==> src/mdsl_pkg.sv <==
package mdsl_pkg;

  localparam int MOTOR_COUNT_DEF = 4;
  localparam int FRAC_BITS       = 40;
  localparam int DUTY_W          = 15;
  localparam int PCT_W           = 7;
  localparam int NUM_W           = 22;
  localparam int RECIP_SHIFT     = 29;
  localparam int RECIP_W         = 23;

  localparam logic [PCT_W-1:0]   PCT_MAX    = 7'd100;
  localparam logic [DUTY_W-1:0]  FULL_SCALE = 15'd25600;
  localparam logic [DUTY_W-1:0]  SLEW_STEP  = 15'd2560;
  localparam logic [RECIP_W-1:0] RECIP_K    = 23'd5368710;

  typedef logic [DUTY_W-1:0] duty_t;
  typedef duty_t curve_tab_t [0:127];

  typedef struct packed {
    logic [1:0]       motor;
    logic             test_mode;
    logic [PCT_W-1:0] requested_duty;
    logic [PCT_W-1:0] test_duty;
    logic [PCT_W-1:0] range_low;
    logic [PCT_W-1:0] range_high;
  } in_word_t;

  typedef struct packed {
    logic [1:0] motor_out;
    duty_t      drive_duty;
  } out_word_t;

  typedef struct packed {
    logic [1:0]       motor;
    logic             direct;
    duty_t            direct_duty;
    logic [NUM_W-1:0] num;
  } mid_word_t;

  function automatic curve_tab_t build_curve();
    curve_tab_t  tab;
    logic [63:0] p;
    logic [63:0] v;
    tab = '{default: '0};
    p = 64'd1 << FRAC_BITS;
    for (int d = 1; d < 100; d++) begin
      p = (p * 64'd41 + 64'd20) / 64'd40;
      v = (64'd8 * p + (64'd5 << FRAC_BITS) + (64'd1 << 31)) >> 32;
      tab[d] = v[DUTY_W-1:0];
    end
    return tab;
  endfunction

  localparam curve_tab_t CURVE_TAB = build_curve();

  function automatic logic [PCT_W-1:0] pct_sat(input logic [PCT_W-1:0] v);
    return (v > PCT_MAX) ? PCT_MAX : v;
  endfunction

endpackage

==> src/mdsl_map.sv <==
module mdsl_map (
  input  mdsl_pkg::in_word_t  in_word,
  input  logic                curve_enable,
  output mdsl_pkg::mid_word_t mid_word
);
  import mdsl_pkg::*;

  logic [PCT_W-1:0]  req;
  logic [PCT_W-1:0]  tst;
  logic [PCT_W-1:0]  lo;
  logic [PCT_W-1:0]  hi;
  duty_t             q;
  logic signed [7:0] span;
  logic signed [23:0] prod;
  logic [NUM_W-1:0]  base;
  logic signed [24:0] sum;

  always_comb begin
    req  = pct_sat(in_word.requested_duty);
    tst  = pct_sat(in_word.test_duty);
    lo   = pct_sat(in_word.range_low);
    hi   = pct_sat(in_word.range_high);
    if (curve_enable && req != PCT_MAX) begin
      q = CURVE_TAB[req];
    end else begin
      q = {req, 8'd0};
    end
    span = $signed({1'b0, hi}) - $signed({1'b0, lo});
    prod = span * $signed({1'b0, q});
    base = NUM_W'(lo) * NUM_W'(FULL_SCALE);
    sum  = $signed({3'b000, base}) + $signed({prod[23], prod});

    mid_word.motor       = in_word.motor;
    mid_word.direct      = in_word.test_mode || (req == '0);
    mid_word.direct_duty = in_word.test_mode ? {tst, 8'd0} : '0;
    mid_word.num         = sum[NUM_W-1:0];
  end

endmodule

==> src/motor_duty_slew_limiter_top.sv <==
// pipeline: s1 holds the input word, s2 the mapped word, out_word_r the slewed result word
// throughput: one word per cycle while out_stall is low, per-channel duty read and written in the last stage
// each stage holds its word while the next one stalls, so under output stall input is taken only while a stage is empty
// reset: synchronous active-low rst_n clears valids, curve_enable and all channel duties
module motor_duty_slew_limiter_top #(
  parameter int MOTOR_COUNT = mdsl_pkg::MOTOR_COUNT_DEF
) (
  input  logic                 clk,
  input  logic                 rst_n,
  input  logic                 in_valid,
  output logic                 in_stall,
  input  mdsl_pkg::in_word_t   in_word,
  output logic                 out_valid,
  input  logic                 out_stall,
  output mdsl_pkg::out_word_t  out_word,
  input  logic                 cfg_valid,
  output logic                 cfg_ready,
  input  logic                 cfg_data
);
  import mdsl_pkg::*;

  localparam int IDX_W = (MOTOR_COUNT > 1) ? $clog2(MOTOR_COUNT) : 1;

  logic       curve_enable_r;
  logic       s1_valid_r;
  in_word_t   s1_word_r;
  logic       s2_valid_r;
  mid_word_t  s2_word_r;
  mid_word_t  s2_word_nxt;
  logic       out_valid_r;
  out_word_t  out_word_r;
  out_word_t  out_word_nxt;
  duty_t      applied_duty_r [MOTOR_COUNT];

  logic       out_en;
  logic       s2_en;
  logic       s1_en;

  logic [IDX_W+1:0]     motor_ext;
  logic [IDX_W-1:0]     idx;
  logic                 motor_ok;
  duty_t                cur;
  logic [44:0]          recip_prod;
  logic [15:0]          target_raw;
  duty_t                target;
  logic signed [16:0]   delta;
  duty_t                ramped;
  duty_t                result;

  assign out_en    = !out_valid_r || !out_stall;
  assign s2_en     = !s2_valid_r || out_en;
  assign s1_en     = !s1_valid_r || s2_en;
  assign in_stall  = !s1_en;
  assign cfg_ready = 1'b1;
  assign out_valid = out_valid_r;
  assign out_word  = out_word_r;

  mdsl_map u_map (
    .in_word      (s1_word_r),
    .curve_enable (curve_enable_r),
    .mid_word     (s2_word_nxt)
  );

  // slew stage
  always_comb begin
    motor_ext  = {{IDX_W{1'b0}}, s2_word_r.motor};
    idx        = motor_ext[IDX_W-1:0];
    motor_ok   = motor_ext < (IDX_W+2)'(MOTOR_COUNT);
    cur        = motor_ok ? applied_duty_r[idx] : '0;
    recip_prod = 45'(s2_word_r.num) * 45'(RECIP_K);
    target_raw = recip_prod[RECIP_SHIFT+15:RECIP_SHIFT];
    target     = (target_raw > 16'(FULL_SCALE)) ? FULL_SCALE : target_raw[DUTY_W-1:0];
    delta      = $signed({2'b00, target}) - $signed({2'b00, cur});
    if (delta > $signed({2'b00, SLEW_STEP})) begin
      ramped = cur + SLEW_STEP;
    end else if (delta < -$signed({2'b00, SLEW_STEP})) begin
      ramped = cur - SLEW_STEP;
    end else begin
      ramped = target;
    end
    result = s2_word_r.direct ? s2_word_r.direct_duty : ramped;
    out_word_nxt.motor_out  = s2_word_r.motor;
    out_word_nxt.drive_duty = motor_ok ? result : '0;
  end

  always_ff @(posedge clk) begin
    if (!rst_n) begin
      curve_enable_r <= 1'b0;
      s1_valid_r     <= 1'b0;
      s2_valid_r     <= 1'b0;
      out_valid_r    <= 1'b0;
      for (int k = 0; k < MOTOR_COUNT; k++) begin
        applied_duty_r[k] <= '0;
      end
    end else begin
      if (cfg_valid) begin
        curve_enable_r <= cfg_data;
      end
      if (s1_en) begin
        s1_valid_r <= in_valid;
      end
      if (s2_en) begin
        s2_valid_r <= s1_valid_r;
      end
      if (out_en) begin
        out_valid_r <= s2_valid_r;
      end
      if (out_en && s2_valid_r && motor_ok) begin
        applied_duty_r[idx] <= result;
      end
    end
  end

  always_ff @(posedge clk) begin
    if (s1_en && in_valid) begin
      s1_word_r <= in_word;
    end
    if (s2_en && s1_valid_r) begin
      s2_word_r <= s2_word_nxt;
    end
    if (out_en && s2_valid_r) begin
      out_word_r <= out_word_nxt;
    end
  end

endmodule

==> config.mk <==
export PLATFORM = sky130hd
export DESIGN_NAME = motor_duty_slew_limiter_top
export DESIGN_NICKNAME = d
export VERILOG_FILES = /design/src/mdsl_pkg.sv /design/src/mdsl_map.sv /design/src/motor_duty_slew_limiter_top.sv
export SDC_FILE = /design/constraint.sdc
export NUM_CORES = 1
export LEC_CHECK = 0
export BUFFER_PORTS_ARGS = -buffer_cell sky130_fd_sc_hd__buf_2
export CELL_PAD_IN_SITES_DETAIL_PLACEMENT = 1
export CELL_PAD_IN_SITES_GLOBAL_PLACEMENT = 2
export CORE_MARGIN = 4
export CORE_UTILIZATION = 30
export DETAILED_ROUTE_END_ITERATION = 10
export PLACE_DENSITY = 0.68
export SLEW_MARGIN = 15
export SYNTH_ARGS = -nofsm -noshare
export SYNTH_HDL_FRONTEND = slang
export SYNTH_SLANG_ARGS = --single-unit
==> constraint.sdc <==
create_clock -name clk -period 9.8 [get_ports clk]
set_clock_uncertainty 0.15 [all_clocks]
set_input_delay 1.96 -clock clk [delete_from_list [all_inputs] [get_ports clk]]
set_output_delay 1.96 -clock clk [all_outputs]
set_load 0.03 [all_outputs]
==> out/metrics.yaml <==
synthesis:
  count_of_cell_types_in_the_netlist: 97
  yosys_register_bits: 146
  syn_area_um2: 22900
  yosysWarningCount: 0
  synth-edff-count: 140
  syn_inst: 2422
  share_of_synthesized_flip_flops_with_an_asynchronous_set_or_reset_pct: 0
  synth_fp_nets: 3074
  synth-seq-area-share_pct: 18.9
  post_synth.cell_area_avg_um2: 9.44
  synth_ff_type: "edfxtp_1"
place:
  placement.io_buffers: 55
  dpl-instance-area_um2: 25300
  dp.final_hpwl_um: 57500
  place_congestion: 0.861
floorplan:
  die_w_um: 284
  die_y_um: 284
  rows: 100
  floorplan.core_area_um2: 74900
  design.portCount: 57
  floorplan.initialDensity_pct: 30.5
  full_die_area_um2: 80700
sta:
  relSlewSlack_pct: 22.3
  maxSlewViolCount: 0
  fmaxAchievable_mhz: 102
  timing.final.setup_violations: 0
  grt_setup_unrepaired: "yes"
  final_hold_viol_count: 0
  tightest_slew_ns: 1.16
  period_minus_slack_ns: 9.77
  timing.final.crit_share_pct: 99.7
cells_and_area:
  num-nets-final: 3268
  mostFrequentLayoutCells: "inv_1 (507), ha_1 (328), fa_1 (268)"
  register_area_um2: 4320
  layout-drive-gt1-share_pct: 15.8
  mostFrequentLayoutCell: "inv_1"
  final_non_filler_cell_area_um2: 26700
  area.growth.synth_to_final_pct: 16.6
  multiInputGateArea_um2: 16800
  n_fill_cell: 8609
worst_setup_path:
  crit_path_max_delay_family: "adder cells"
  worst_path_max_delay_cell: "fa_1"
  crit_fanout: 5
  critical_path.endpoint_type: "register"
  worstPathArrival_ns: 9.81
  timing.setup.critical_path_class: "reg -> reg"
  cpPeakStageDelay_ns: 0.54
  path_buf_inv: 10
  timing.critical_path.required_ns: 9.84
  crit_top_cell: "buf_4"
  timing.critical_path.from_type: "register"
clock_tree:
  numCtsBuffers: 17
  cts_htree_levels: 4
  tritoncts_num_sinks: 146
  cts.clk_slew.worst_paths_ns: 0.07
  clk_latency_ns: 0.45
  cts-root-buf: "clkbuf_16"
  cts_tree: "yes"
  clk_path_buf_depth: 2
drt:
  drc: 0
  number_of_routed_nets_with_antenna_violations: 0
  detailedRoute.firstPassIterationCount: 5
  post_drt_via_cell_ratio: 4.95
  drt-initial-drc-count: 763
  dr_total_vias: 17800
  post_drt_wl_per_cell_um: 19.1
  finalWirelength_um: 68700
global_route:
  global_route.overflow_total: 0
  grt.total_usage_pct: 17.0
  grt_max_degree: 44
  grt_first_pass_wirelength_um: 110000
  antenna_found_initial: 1
  first_global_vias: 19700
outcome:
  outcome: "complete, no violations"
hold_path:
  timing.hold.worst.class: "reg -> reg"
run:
  drv_cap: 0
[worst register-to-register path: cells and delay by family, from the launching register on]
family | cells | cell delay (ns)
XOR/XNOR | 1 | 0.18
adder cells (fa/ha/maj) | 9 | 3.83
AO/OA/AOI/OAI | 12 | 2.50
buffers and inverters | 10 | 1.19
AND/OR/NAND/NOR | 7 | 1.23
flip-flops | 1 | 0.40
[sequential cells by signal (all words and copies together) (netlist names), named ones only]
| name | cells |
|---|---|
| out_valid | 1 |
| out_word | 17 |
| s1_valid_r | 1 |
| s1_word_r | 31 |
| applied_duty_r | 60 |
| s2_valid_r | 1 |
| curve_enable_r | 1 |
| s2_word_r | 30 |
| idx | 2 |
[cells in the mapped netlist (all sizes together), types with 25 or more instances]
cell | number | share of area (%)
xnor2 | 39 | 1.5
a211oi | 25 | 0.91
nor3 | 46 | 1.1
and2 | 33 | 0.90
nand2 | 164 | 2.7
fa | 272 | 24
o21ai | 91 | 2.0
a21oi | 111 | 2.5
a21o | 30 | 0.99
nand3 | 28 | 0.63
nand2b | 28 | 0.77
edfxtp | 140 | 18
clkbuf | 59 | 0.97
inv | 511 | 8.4
nor2 | 185 | 3.0
ha | 343 | 19
[metal layers]
layer / vias up / wire length, µm / track usage, %
li1: 8456 / - / -
met1: 9067 / 32200 / 23.1
met2: 233 / 34000 / 29.6
met3: 60 / 1600 / 1.59
met4: 0 / 975 / 3.44
met5: - / 0 / 0
[final cells by class]
class                      instances  share of cell area (%)
multi-input combinational       1692                    63.1
sequential                       146                    16.2
inverter                         512                    7.21
timing repair buffer             247                    6.61
tap                              969                    4.55
clock buffer                      17                    1.60
clock inverter                    15                   0.704
antenna                            1                 0.00939
[stage by stage]
stage               setup slack, ns  setup TNS, ns  hold WS [ns]  utilization (%)  std cells
finish                       0.0294              0         0.307             35.6       3599
global route                 -0.385         -20.55         0.321             35.6       3598
CTS                         -0.0529         -0.505         0.308             35.2       3586
detailed placement           -0.336         -15.63         0.298             33.8       3536
global placement             -0.266         -10.53         0.282             33.8       3536
floorplan                     0.175              0         0.272                -       2422
[kinds of logic (layout without fill, tap and decap cells)]
family | count (synthesis) | in the layout | synth area share, %
AO/OA/AOI/OAI | 421 | 421 | 12.8
XOR/XNOR | 59 | 59 | 2.26
adder cells (fa/ha/maj) | 615 | 615 | 42.6
buffers and inverters | 584 | 791 | 9.65
flip-flops | 146 | 146 | 18.9
multiplexers | 25 | 25 | 1.98
other | 1 | 2 | 0.0164
AND/OR/NAND/NOR | 571 | 571 | 11.8
[worst paths after layout]
kind	end	depth (start not counted)	from	slack, ns
worst min-delay path	idx[1]	0	s1_word_r[30]	0.31
worst max-delay path	applied_duty_r[2][8]	39	s2_word_r[13]	0.03
worst max register to register	applied_duty_r[2][8]	39	s2_word_r[13]	0.03
worst min register to register	idx[1]	0	s1_word_r[30]	0.31
[repair_timing]
action / in CTS / in global routing
buffers inserted: 18 / 13
resized for setup: 49 / 44
endpoints found under the hold margin: 0 / 0
pin swaps: 38 / 31
setup endpoints to repair: 75 / 75
hold buffers: 0 / 0
Power is left out: the tool's default activity adds up to more than one toggle a clock period on the data nets, which glitch-free logic cannot reach.
